===== config.mk =====
export PLATFORM = sky130hd
export DESIGN_NAME = top_k_heap_splitter_core
export DESIGN_NICKNAME = d
export VERILOG_FILES = /design/src/rtl/core/tkhs_pkg.sv /design/src/rtl/core/top_k_heap_splitter_core.sv /design/src/rtl/core/tkhs_cell.sv
export SDC_FILE = /design/constraint.sdc
export NUM_CORES = 1
export LEC_CHECK = 0
export ABC_AREA = 1
export BUFFER_PORTS_ARGS = -buffer_cell sky130_fd_sc_hd__buf_4
export CORE_MARGIN = 2
export CORE_UTILIZATION = 50
export CTS_CLUSTER_SIZE = 14
export DETAILED_ROUTE_END_ITERATION = 7
export HOLD_SLACK_MARGIN = 0.03
export PLACE_DENSITY = 0.66
export SETUP_SLACK_MARGIN = 0.2
export SKIP_CTS_REPAIR_TIMING = 1
export SLEW_MARGIN = 20
export SYNTH_ARGS = -nofsm -noshare
export SYNTH_HDL_FRONTEND = slang
export SYNTH_SLANG_ARGS = --single-unit

===== constraint.sdc =====
create_clock -name i_clk -period 14.2 [get_ports i_clk]
set_input_delay 1.42 -clock i_clk [delete_from_list [all_inputs] [get_ports i_clk]]
set_output_delay 1.42 -clock i_clk [all_outputs]
set_load 0.01 [all_outputs]

===== src/rtl/core/tkhs_pkg.sv =====
package tkhs_pkg;

    // Defaults for the top level parameters
    localparam int K_MAX_DEF      = 8;
    localparam int VALUE_BITS_DEF = 16;

    // Fixed field widths
    localparam int IDX_W  = 16;
    localparam int SUM_W  = 32;
    localparam int CFG_W  = 4;
    localparam int KIND_W = 2;

    // Result kinds
    localparam logic [KIND_W-1:0] KIND_SMALL = 2'd0;
    localparam logic [KIND_W-1:0] KIND_BIG   = 2'd1;
    localparam logic [KIND_W-1:0] KIND_TOTAL = 2'd2;

    // Operation broadcast to every cell of the sorted chain
    typedef enum logic [1:0] {
        OP_HOLD,
        OP_INSERT,
        OP_SHIFT,
        OP_CLEAR
    } t_cell_op;

    typedef struct packed {
        t_cell_op         op;
        logic [IDX_W-1:0] key_index;
    } t_cell_ctl;

endpackage


===== src/rtl/core/top_k_heap_splitter_core.sv =====
// Streaming top-k selector.
// Input channel (i_valid / o_ready) takes one value per transaction, with
// i_last_item marking the end of a stream. Output channel (o_valid / i_ready)
// delivers small evictions, then on the last item the kept big entries in
// ascending order, then one total transaction with o_last_result set.
// The user must write k_big through i_cfg_we / i_cfg_data only while
// the block is idle; the block itself does not enforce this. An item
// that causes no result needs only its insert, so such items can follow
// back to back. Each eviction, each flushed entry and the total need one
// load of the single output register; the sorted chain of K_MAX+1 cells
// inserts or shifts by one slot per cycle while that register is free.
// An item's first result is loaded in the S_EVICT or S_FLUSH state after
// its acceptance. A stalled receiver holds the output register; the chain
// then waits and o_ready stays low until the last pending result is in
// the output register. Results already registered never block the
// acceptance of an item that needs no output. Reset empties the chain,
// clears the arrival counter, sum and k_big, and drops any pending result.
module top_k_heap_splitter_core #(
    parameter int K_MAX      = tkhs_pkg::K_MAX_DEF,
    parameter int VALUE_BITS = tkhs_pkg::VALUE_BITS_DEF
) (
    input  logic                         i_clk,
    input  logic                         i_rst_n,
    input  logic                         i_cfg_we,
    input  logic [tkhs_pkg::CFG_W-1:0]   i_cfg_data,
    input  logic                         i_valid,
    output logic                         o_ready,
    input  logic [VALUE_BITS-1:0]        i_value,
    input  logic                         i_last_item,
    output logic                         o_valid,
    input  logic                         i_ready,
    output logic [tkhs_pkg::KIND_W-1:0]  o_kind,
    output logic [tkhs_pkg::IDX_W-1:0]   o_item_index,
    output logic [VALUE_BITS-1:0]        o_item_value,
    output logic [tkhs_pkg::SUM_W-1:0]   o_total,
    output logic                         o_last_result
);
    import tkhs_pkg::*;

    localparam int NCELL = K_MAX + 1;
    localparam int CW    = $clog2(K_MAX + 2);
    localparam int CMPW  = (CW > CFG_W) ? CW : CFG_W;

    typedef enum logic [1:0] {
        S_IDLE,
        S_EVICT,
        S_FLUSH
    } t_state;

    t_state                r_state, n_state;
    logic [CW-1:0]         r_count, n_count;
    logic [IDX_W-1:0]      r_arrival, n_arrival;
    logic [SUM_W-1:0]      r_sum, n_sum;
    logic [CFG_W-1:0]      r_k, n_k;
    logic                  r_last, n_last;
    logic                  r_out_valid, n_out_valid;
    logic [KIND_W-1:0]     r_out_kind, n_out_kind;
    logic [IDX_W-1:0]      r_out_index, n_out_index;
    logic [VALUE_BITS-1:0] r_out_value, n_out_value;
    logic [SUM_W-1:0]      r_out_total, n_out_total;
    logic                  r_out_last, n_out_last;

    t_cell_ctl             w_ctl;
    logic                  w_valid [NCELL];
    logic [VALUE_BITS-1:0] w_value [NCELL];
    logic [IDX_W-1:0]      w_index [NCELL];
    logic                  w_gt    [NCELL];

    logic [CMPW-1:0]       w_k_ext, w_keff, w_cnt_inc, w_cnt_dec;
    logic [SUM_W-1:0]      w_addend, w_sum_sat;
    logic [SUM_W:0]        w_sum_ext;
    logic                  w_out_free;

    // Sorted chain, smallest entry in cell 0
    for (genvar g = 0; g < NCELL; g++) begin : g_cell
        logic                  lv, lg, rv;
        logic [VALUE_BITS-1:0] lval, rval;
        logic [IDX_W-1:0]      lidx, ridx;

        if (g == 0) begin : g_first
            assign lv   = 1'b0;
            assign lg   = 1'b0;
            assign lval = '0;
            assign lidx = '0;
        end else begin : g_left
            assign lv   = w_valid[g-1];
            assign lg   = w_gt[g-1];
            assign lval = w_value[g-1];
            assign lidx = w_index[g-1];
        end

        if (g == NCELL - 1) begin : g_end
            assign rv   = 1'b0;
            assign rval = '0;
            assign ridx = '0;
        end else begin : g_right
            assign rv   = w_valid[g+1];
            assign rval = w_value[g+1];
            assign ridx = w_index[g+1];
        end

        tkhs_cell #(
            .VALUE_BITS (VALUE_BITS)
        ) u_cell (
            .i_clk         (i_clk),
            .i_rst_n       (i_rst_n),
            .i_ctl         (w_ctl),
            .i_key_value   (i_value),
            .i_left_valid  (lv),
            .i_left_gt     (lg),
            .i_left_value  (lval),
            .i_left_index  (lidx),
            .i_right_valid (rv),
            .i_right_value (rval),
            .i_right_index (ridx),
            .o_valid       (w_valid[g]),
            .o_value       (w_value[g]),
            .o_index       (w_index[g]),
            .o_gt          (w_gt[g])
        );
    end

    // Effective k, clamped to K_MAX, one less than the chain size
    assign w_k_ext   = CMPW'(r_k);
    assign w_keff    = (w_k_ext > CMPW'(K_MAX)) ? CMPW'(K_MAX) : w_k_ext;
    assign w_cnt_inc = CMPW'(r_count) + 1'b1;
    assign w_cnt_dec = CMPW'(r_count) - 1'b1;

    // Saturating sum: evicted value, or one per big entry during the flush
    assign w_addend  = (r_state == S_EVICT) ? SUM_W'(w_value[0]) : SUM_W'(1);
    assign w_sum_ext = {1'b0, r_sum} + {1'b0, w_addend};
    assign w_sum_sat = w_sum_ext[SUM_W] ? '1 : w_sum_ext[SUM_W-1:0];

    assign w_out_free = !r_out_valid || i_ready;

    // Next state, chain command and output register load
    always_comb begin
        n_state       = r_state;
        n_count       = r_count;
        n_arrival     = r_arrival;
        n_sum         = r_sum;
        n_k           = r_k;
        n_last        = r_last;
        n_out_valid   = r_out_valid && !i_ready;
        n_out_kind    = r_out_kind;
        n_out_index   = r_out_index;
        n_out_value   = r_out_value;
        n_out_total   = r_out_total;
        n_out_last    = r_out_last;
        w_ctl.op        = OP_HOLD;
        w_ctl.key_index = r_arrival + 1'b1;

        if (i_cfg_we) begin
            n_k = i_cfg_data;
        end

        unique case (r_state)
            S_IDLE: begin
                if (i_valid) begin
                    w_ctl.op  = OP_INSERT;
                    n_arrival = w_ctl.key_index;
                    n_count   = r_count + 1'b1;
                    n_last    = i_last_item;
                    if (w_cnt_inc > w_keff) begin
                        n_state = S_EVICT;
                    end else if (i_last_item) begin
                        n_state = S_FLUSH;
                    end
                end
            end
            S_EVICT: begin
                if (w_out_free) begin
                    w_ctl.op    = OP_SHIFT;
                    n_count     = r_count - 1'b1;
                    n_sum       = w_sum_sat;
                    n_out_valid = 1'b1;
                    n_out_kind  = KIND_SMALL;
                    n_out_index = w_index[0];
                    n_out_value = w_value[0];
                    n_out_total = '0;
                    n_out_last  = 1'b0;
                    if (w_cnt_dec <= w_keff) begin
                        n_state = r_last ? S_FLUSH : S_IDLE;
                    end
                end
            end
            S_FLUSH: begin
                if (w_out_free) begin
                    n_out_valid = 1'b1;
                    if (r_count != '0) begin
                        w_ctl.op    = OP_SHIFT;
                        n_count     = r_count - 1'b1;
                        n_sum       = w_sum_sat;
                        n_out_kind  = KIND_BIG;
                        n_out_index = w_index[0];
                        n_out_value = w_value[0];
                        n_out_total = '0;
                        n_out_last  = 1'b0;
                    end else begin
                        // Total closes the stream and clears it
                        w_ctl.op    = OP_CLEAR;
                        n_out_kind  = KIND_TOTAL;
                        n_out_index = '0;
                        n_out_value = '0;
                        n_out_total = r_sum;
                        n_out_last  = 1'b1;
                        n_count     = '0;
                        n_arrival   = '0;
                        n_sum       = '0;
                        n_last      = 1'b0;
                        n_state     = S_IDLE;
                    end
                end
            end
            default: begin
                n_state = S_IDLE;
            end
        endcase
    end

    // State and registered outputs
    always_ff @(posedge i_clk) begin
        if (!i_rst_n) begin
            r_state     <= S_IDLE;
            r_count     <= '0;
            r_arrival   <= '0;
            r_sum       <= '0;
            r_k         <= '0;
            r_last      <= 1'b0;
            r_out_valid <= 1'b0;
        end else begin
            r_state     <= n_state;
            r_count     <= n_count;
            r_arrival   <= n_arrival;
            r_sum       <= n_sum;
            r_k         <= n_k;
            r_last      <= n_last;
            r_out_valid <= n_out_valid;
        end
        r_out_kind  <= n_out_kind;
        r_out_index <= n_out_index;
        r_out_value <= n_out_value;
        r_out_total <= n_out_total;
        r_out_last  <= n_out_last;
    end

    assign o_ready       = (r_state == S_IDLE);
    assign o_valid       = r_out_valid;
    assign o_kind        = r_out_kind;
    assign o_item_index  = r_out_index;
    assign o_item_value  = r_out_value;
    assign o_total       = r_out_total;
    assign o_last_result = r_out_last;

endmodule


===== src/rtl/core/tkhs_cell.sv =====
module tkhs_cell #(
    parameter int VALUE_BITS = tkhs_pkg::VALUE_BITS_DEF
) (
    input  logic                        i_clk,
    input  logic                        i_rst_n,
    input  tkhs_pkg::t_cell_ctl         i_ctl,
    input  logic [VALUE_BITS-1:0]       i_key_value,
    input  logic                        i_left_valid,
    input  logic                        i_left_gt,
    input  logic [VALUE_BITS-1:0]       i_left_value,
    input  logic [tkhs_pkg::IDX_W-1:0]  i_left_index,
    input  logic                        i_right_valid,
    input  logic [VALUE_BITS-1:0]       i_right_value,
    input  logic [tkhs_pkg::IDX_W-1:0]  i_right_index,
    output logic                        o_valid,
    output logic [VALUE_BITS-1:0]       o_value,
    output logic [tkhs_pkg::IDX_W-1:0]  o_index,
    output logic                        o_gt
);
    import tkhs_pkg::*;

    logic                  r_valid;
    logic [VALUE_BITS-1:0] r_value;
    logic [IDX_W-1:0]      r_index;
    logic                  n_valid;
    logic [VALUE_BITS-1:0] n_value;
    logic [IDX_W-1:0]      n_index;

    // Entry sorts after the key; an empty slot counts as larger than anything
    assign o_gt = !r_valid || (r_value > i_key_value) ||
                  ((r_value == i_key_value) && (r_index > i_ctl.key_index));

    // Insert: larger entries move one slot right, the key lands at the boundary
    always_comb begin
        n_valid = r_valid;
        n_value = r_value;
        n_index = r_index;
        unique case (i_ctl.op)
            OP_HOLD: begin
            end
            OP_INSERT: begin
                if (o_gt) begin
                    if (i_left_gt) begin
                        n_valid = i_left_valid;
                        n_value = i_left_value;
                        n_index = i_left_index;
                    end else begin
                        n_valid = 1'b1;
                        n_value = i_key_value;
                        n_index = i_ctl.key_index;
                    end
                end
            end
            OP_SHIFT: begin
                n_valid = i_right_valid;
                n_value = i_right_value;
                n_index = i_right_index;
            end
            OP_CLEAR: begin
                n_valid = 1'b0;
            end
            default: begin
            end
        endcase
    end

    always_ff @(posedge i_clk) begin
        if (!i_rst_n) begin
            r_valid <= 1'b0;
        end else begin
            r_valid <= n_valid;
        end
    end

    always_ff @(posedge i_clk) begin
        r_value <= n_value;
        r_index <= n_index;
    end

    assign o_valid = r_valid;
    assign o_value = r_value;
    assign o_index = r_index;

endmodule


==> key figures, run 1 <==
Outcome
  – Outcome: complete, no violations

Die
  – Die width: between 200 and 250 µm
  – Core footprint: 57920 µm²
  – Row count: a little under 90
  – Die area: around 60000 µm²
  – Io pins: 95
  – Die Ht: approximately 250 µm
  – Initial core utilization: a little over 50%

Placed design
  – Placed wire-length estimate: between 50000 and 60000 µm
  – Final Wtd Congestion: 0.8981
  – Area after DPL: about 30000 µm²
  – Port-buffer cells: 94

Pwr
  – Switching share of power: 42.56%
  – Comb pwr share: between 40% and 50%
  – Psw: ~3200 µW
  – Worst vdd ir: 0.1331 mV
  – Design Power: between 7000 and 8000 µW
  – P per Cell Area: between 200 and 250 nW/µm²
  – Static Leak: 0.01499 µW
  – Sequential share of power: between 30% and 40%
  – P_int: roughly 4300 µW
  – Clock network power share: 17.4%

Synth
  – YS warnings: 0
  – Post-synth ARST share: 0%
  – Ys flop type: edfxtp_1
  – Mapped Nets: between 4000 and 5000
  – Unique masters post-synth: 47
  – Sequential area share after synthesis: 40.78%
  – Post-synth EDFFs: 354
  – Post-Syn Area: around 29000 µm²
  – Post-Syn Instances: approximately 3800
  – Yosys reg bits: roughly 420
  – Avg Cell Area, Syn: 7.827 µm²

Worst setup path
  – Startpoint types: flip-flop
  – Endpoint class of the critical path: flip-flop
  – Worst setup path category: reg2reg
  – Worst EP arrival: approximately 6.0 ns
  – CP Data Required Time: 14.45 ns
  – Worst Path Max Fanout: 34

Drt
  – M1 WL: around 36000 µm
  – Routed Antenna Nets: 0
  – DRT iter0 DRCs: 2068
  – Met3 wire len: ~4500 µm
  – Top sig layer: met4
  – Via density: 5.436
  – Wire per inst: ~17 µm
  – Total number of vias: 24990
  – DRC Markers: 0
  – Drt total wl: 77440 µm
  – DRT Pass-1 Iters: 6
  – Met2 WL: 35000 µm

Hold path
  – Hold WC Path Type: reg2reg

Clock network
  – Root buf cell: clkbuf_16
  – Reg clk slew, reported paths: ~0.06 ns
  – Clk_lat worst skew: approximately 0.6 ns
  – CTS tree: yes
  – Clk sink count: approximately 420
  – Htree depth: 2
  – CTS Buffer Depth: 3
  – Num CTS Buffers: 50

Cells and area
  – Layout cells sized above 1: between 7 and 8%
  – Final net count: about 4100
  – Final Cell Area: 32290 µm²
  – Area Growth Syn to Fin: 9.643%
  – Inserted Diodes: 0

STA
  – Hold Violations, Final: 0
  – Setup tns final: 0 ns
  – Minimum clock period: 5.730 ns
  – Worst clock skew: roughly 0.022 ns
  – Slew Limit Fails: 0
  – Final period util: 40.35%
  – Fmax: around 170 MHz
  – Slew headroom: between 20% and 30%
  – Slew of the pin with the lowest slew margin: between 1 and 1.5 ns
  – Setup Viol. Count Final: 0
  – RSZ-0062 raised after global routing: false

GRT
  – Largest net degree at the start of global routing: 198
  – GRT Overall Usage: ~25%
  – Gr ovfl total: 0
  – First-pass GRT wire length: 125700 µm
  – Vias in the first global route: approximately 24000
  – Initial antenna violation count: 1

Run
  – Max-Cap Viols: 0
## flip-flops by register name, indices dropped and copies added, names as in the netlist
name / cells
r_last: 1
g_cell.u_cell.o_index: 144
r_sum: 32
g_cell.u_cell.o_value: 144
o_item_index: 16
o_kind: 2
o_valid: 1
r_k: 4
r_state: 2
r_arrival: 16
g_cell.u_cell.o_valid: 9
o_item_value: 16
o_total: 32
r_count: 4
## stage by stage
stage                     hold WS, ns  instances  worst slack, ns  utilization, %
final                          0.4623       4597            8.470           55.76
after global routing           0.4803       4597            8.064           55.76
after CTS                      0.4660       4597            8.516           55.75
after detailed placement       0.4576       4504            8.552           52.92
after global placement         0.4475       4504            8.658           52.92
after floorplan                0.4304       3763            7.195               -
## power by group through the flow
stage	combinational, µW	clock (µW)	sequential [µW]
floorplan	2490	0	2640
CTS	3460	1330	2680
global route	3990	1360	2760
finish	3480	1300	2690
detailed placement	3450	0	2710
global placement	3370	0	2690
## layout make-up
type	count	area (µm²)
fill	5515	25620
multi-input combinational	2651	14660
sequential	423	12010
inverter	529	1996
clock buffer	74	1433
timing repair buffer	136	1025
tap	765	957.2
clock inverter	19	209.0
## critical path: stages (launching register included)
cell and delay (ns):
dfxtp_1 0.67, ha_1 0.28, nand2_2 0.09, nor2_4 0.20, nand3_2 0.35, nor2_1 0.24, xor2_1 0.38, inv_1 0.37
ha_1 0.40, nand4_1 0.08, inv_1 0.07, nand2_1 0.04, nand3b_1 0.14, nor2_1 0.16, nand2_1 0.07, nand2_1 0.06
inv_1 0.04, nand2_1 0.06, nand2_2 0.40, nand2_2 0.65, nand2_1 0.10, nand2_1 0.08, buf_4 0.41
## cell usage in the layout (no fill, tap or decap), types with 69 or more instances in the layout
master / n
nand2_1: 865
inv_1: 520
nand3_1: 467
edfxtp_1: 354
ha_1: 301
nor2_1: 266
o21ai_0: 202
a21oi_1: 199
o21ai_1: 137
buf_4: 135
dfxtp_1: 69
## final timing paths
kind,slack (ns),cells after the start,from,to
worst max-delay path,8.47,22,r_arrival[0],g_cell[2].u_cell.o_index[10]
worst min register to register,0.46,2,r_k[0],r_k[0]
worst min-delay path,0.46,2,r_k[0],r_k[0]
worst max register to register,8.47,22,r_arrival[0],g_cell[2].u_cell.o_index[10]
## synth_stat cells, types with 35 or more instances
cell type | count | area (µm²)
nor2_1 | 271 | 1017
clkbuf_1 | 88 | 330.3
edfxtp_1 | 354 | 10630
o21ai_0 | 202 | 1011
dfxtp_1 | 69 | 1381
ha_1 | 301 | 3766
nand4_1 | 35 | 219.0
o21ai_1 | 138 | 690.7
inv_1 | 522 | 1959
nand3_1 | 467 | 2337
nand2_1 | 865 | 3247
a21oi_1 | 201 | 1006
## cell families after synthesis
kind of cell	synth area share [%]
compound gates	10.90
flops	40.78
xor+xnor	0.7732
buf+inv	9.601
simple gates	25.08
fa+ha+maj	12.85
## metal layers
layer	vias up	global-route usage, %
li1	12700	-
met1	11460	35.85
met2	743	41.73
met3	87	2.768
met4	0	6.875
met5	-	0
Power figures use the tool's default switching activity.
==> run 2: changes to the inputs <==
==> constraint.sdc (replaced) <==
create_clock -name i_clk -period 6 [get_ports i_clk]
set_input_delay 0.6 -clock i_clk [delete_from_list [all_inputs] [get_ports i_clk]]
set_output_delay 0.6 -clock i_clk [all_outputs]
set_load 0.01 [all_outputs]
==> run 2 against run 1 <==
Compared with the run above:
- clock skew increased by 0.0062 ns
- cell count increased by 0.22%
- critical path depth up 1
- global-route usage rose by 0.63 points
- count of clock-buffer cells in the layout shrank 9
- fmax grew 17%
- sequential share of layout area is 0.28 points lower
- first-iteration DRC count decreased by 0.97%
- sequential power up 140%
- routed wire length increased by 2.4%
- clock power rose to 2.6 times the previous value
- largest cell class unchanged
==> key figures, run 2 (synthesis results as in run 1) <==
GRT
  – Gr ovfl total: 0 (unchanged)
  – Grt peak-use layer: met2
  – M3 GR Usage: 2.702% (-0.065 points)
  – First-pass GRT wire length: 127200 µm (+1.2%)
  – GRT met1 Usage: 37.13% (+1.3 points)
  – GRT Overall Usage: 26.11% (+0.63 points)
  – Largest net degree at the start of global routing: 164 (-17%)
  – Initial antenna violation count: 2 (+1)
  – Met2 Resource Use GR: 42.47% (+0.74 points)
  – Vias in the first global route: 23460 (-1.6%)

STA
  – Slew Limit Fails: 0 (unchanged)
  – Hold Violations, Final: 0 (unchanged)
  – Fmax: 203.7 MHz (+17%)
  – Slew of the pin with the lowest slew margin: 1.068 ns (-0.07256 ns)
  – Setup Viol. Count Final: 0 (unchanged)
  – Setup tns final: 0 ns (unchanged)
  – Hold_ws: 0.2196 ns (-0.2427 ns)
  – Worst clock skew: 0.02863 ns (+0.006239 ns)
  – Final period util: 81.82% (+41 points)
  – RSZ-0062 raised after global routing: false
  – Minimum clock period: 4.909 ns (-0.8207 ns)
  – Worst setup margin: 1.091 ns (-7.379 ns)
  – Slew headroom: 28.71% (+4.8 points)

Die
  – Core footprint: 57920 µm² (unchanged)
  – Die area: 60860 µm² (unchanged)
  – Io pins: 95 (unchanged)
  – Die Ht: 246.7 µm (unchanged)
  – Row count: 88 (unchanged)
  – Initial core utilization: 50.86% (unchanged)
  – Die width: 246.7 µm (unchanged)

Worst setup path
  – Startpoint types: flip-flop
  – CP Data Required Time: 6.24 ns (-8.21 ns)
  – Worst EP arrival: 5.15 ns (-0.82 ns)
  – Worst setup path category: reg2reg
  – Endpoint class of the critical path: flip-flop
  – Worst Path Max Fanout: 34 (unchanged)

Clock network
  – CTS Buffer Depth: 3 (unchanged)
  – Clk_lat worst skew: 0.61 ns (about the same)
  – Reg clk slew, reported paths: 0.06 ns (about the same)
  – Root buf cell: clkbuf_16
  – Clk sink count: 423 (unchanged)
  – Htree depth: 2 (unchanged)
  – CTS tree: yes
  – Num CTS Buffers: 49 (-2.0%)

Cells and area
  – # fillers: 5439 (-1.4%)
  – Inserted Diodes: 0 (unchanged)
  – Final net count: 4129 (+0.24%)
  – Layout cells sized above 1: 7.548% (+0.53 points)
  – Most frequent cells in the layout: nand2_1, inv_1, nand3_1
  – Area Growth Syn to Fin: 10.47%
  – Commonest non-fill, non-tap cell in the layout: nand2_1
  – Multi-input logic area: 14660 µm² (unchanged)
  – FF+latch area: 12010 µm² (unchanged)

Placed design
  – Final Wtd Congestion: 0.9086 (+1.2%)
  – Port-buffer cells: 94 (unchanged)
  – Pre-CTS setup slack: 1.174 ns (-7.378 ns)
  – Placed wire-length estimate: 58060 µm (+3.2%)

Pwr
  – P per Cell Area: 555.1 nW/µm² (+140%)
  – Worst vdd ir: 0.3334 mV (+150%)
  – Static Leak: 0.01513 µW (+0.90%)
  – Design Power: 18060 µW (+140%)

Hold path
  – Hold WC Path Type: in2reg

Drt
  – Routed Antenna Nets: 0 (unchanged)
  – Via density: 5.471 (+0.65%)
  – DRT iter0 DRCs: 2048 (-0.97%)
  – DRT Pass-1 Iters: 5 (-1)
  – Drt total wl: 79320 µm (+2.4%)
  – DRC Markers: 0 (unchanged)
  – Wire per inst: 17.22 µm (+2.2%)
  – Total number of vias: 25200 (+0.87%)

Run
  – Max-Cap Viols: 0 (unchanged)

Outcome
  – Outcome: complete, no violations
==> run 2: cell count changes in the layout (fill, tap and decap cells not counted) <==
cell       previous run  this run
clkbuf_8              7        10
clkbuf_16            51        52
clkinv_2              9        12
bufinv_16             4         8
clkinv_1              2         4
buf_4               135       146
clkinv_4              1         0
buf_6                 1         0
clkbuf_1             16         3
buf_12                0         1
==> run 2: layout make-up <==
class	count	share of cell area (%)
inverter	529	6.134
clock inverter	27	1.054
timing repair buffer	147	3.430
tap	765	2.942
sequential	423	36.92
clock buffer	65	4.457
multi-input combinational	2651	45.07
==> run 2: final timing paths <==
check | start | to | slack (ns) | cells past startpoint
worst min register to register | r_k[0] | r_k[0] | 0.46 | 2
worst max register to register | r_arrival[1] | g_cell[3].u_cell.o_index[5] | 1.09 | 23
worst min-delay path | i_cfg_data[2] | r_k[2] | 0.22 | 3
worst max-delay path | r_arrival[1] | g_cell[3].u_cell.o_index[5] | 1.09 | 23
==> run 2: per-stage QoR <==
step           cells  area [µm²]  utilization (%)
2_1_floorplan   3763       29460                -
3_3_place_gp    4515       30740            53.08
3_5_place_dp    4515       30740            53.08
4_1_cts         4607       32540            56.18
5_1_grt         4607       32540            56.18
6_report        4607       32540            56.18
==> run 2: routing by layer <==
metal | part of all wire, % | vias up | wire (µm)
met5 | 0 | - | 0
met2 | 45 | 760 | 35870
li1 | - | 12720 | -
met3 | 5.8 | 111 | 4610
met1 | 47 | 11620 | 37080
met4 | 2.2 | 0 | 1756
==> run 2: power by group <==
group          switching (µW)  internal (µW)
clock                    1280           2040
combinational            5480           2890
sequential                899           5480
total                    7660          10400
==> run 2: critical path: stages, from the launching register on <==
cell	delay, ns
dfxtp_1	0.37
ha_1	0.21
nand2_2	0.11
nor2_4	0.18
nand3_2	0.30
nor2_1	0.21
xor2_1	0.44
inv_1	0.43
ha_1	0.40
nand4_1	0.08
inv_1	0.07
nand2_1	0.04
nand3b_1	0.14
nor2_1	0.14
nand2_1	0.07
nand2_1	0.06
inv_1	0.03
nand2_1	0.06
nand2_2	0.04
buf_4	0.23
nand2_4	0.31
nand2_1	0.08
nand2_1	0.07
buf_4	0.42
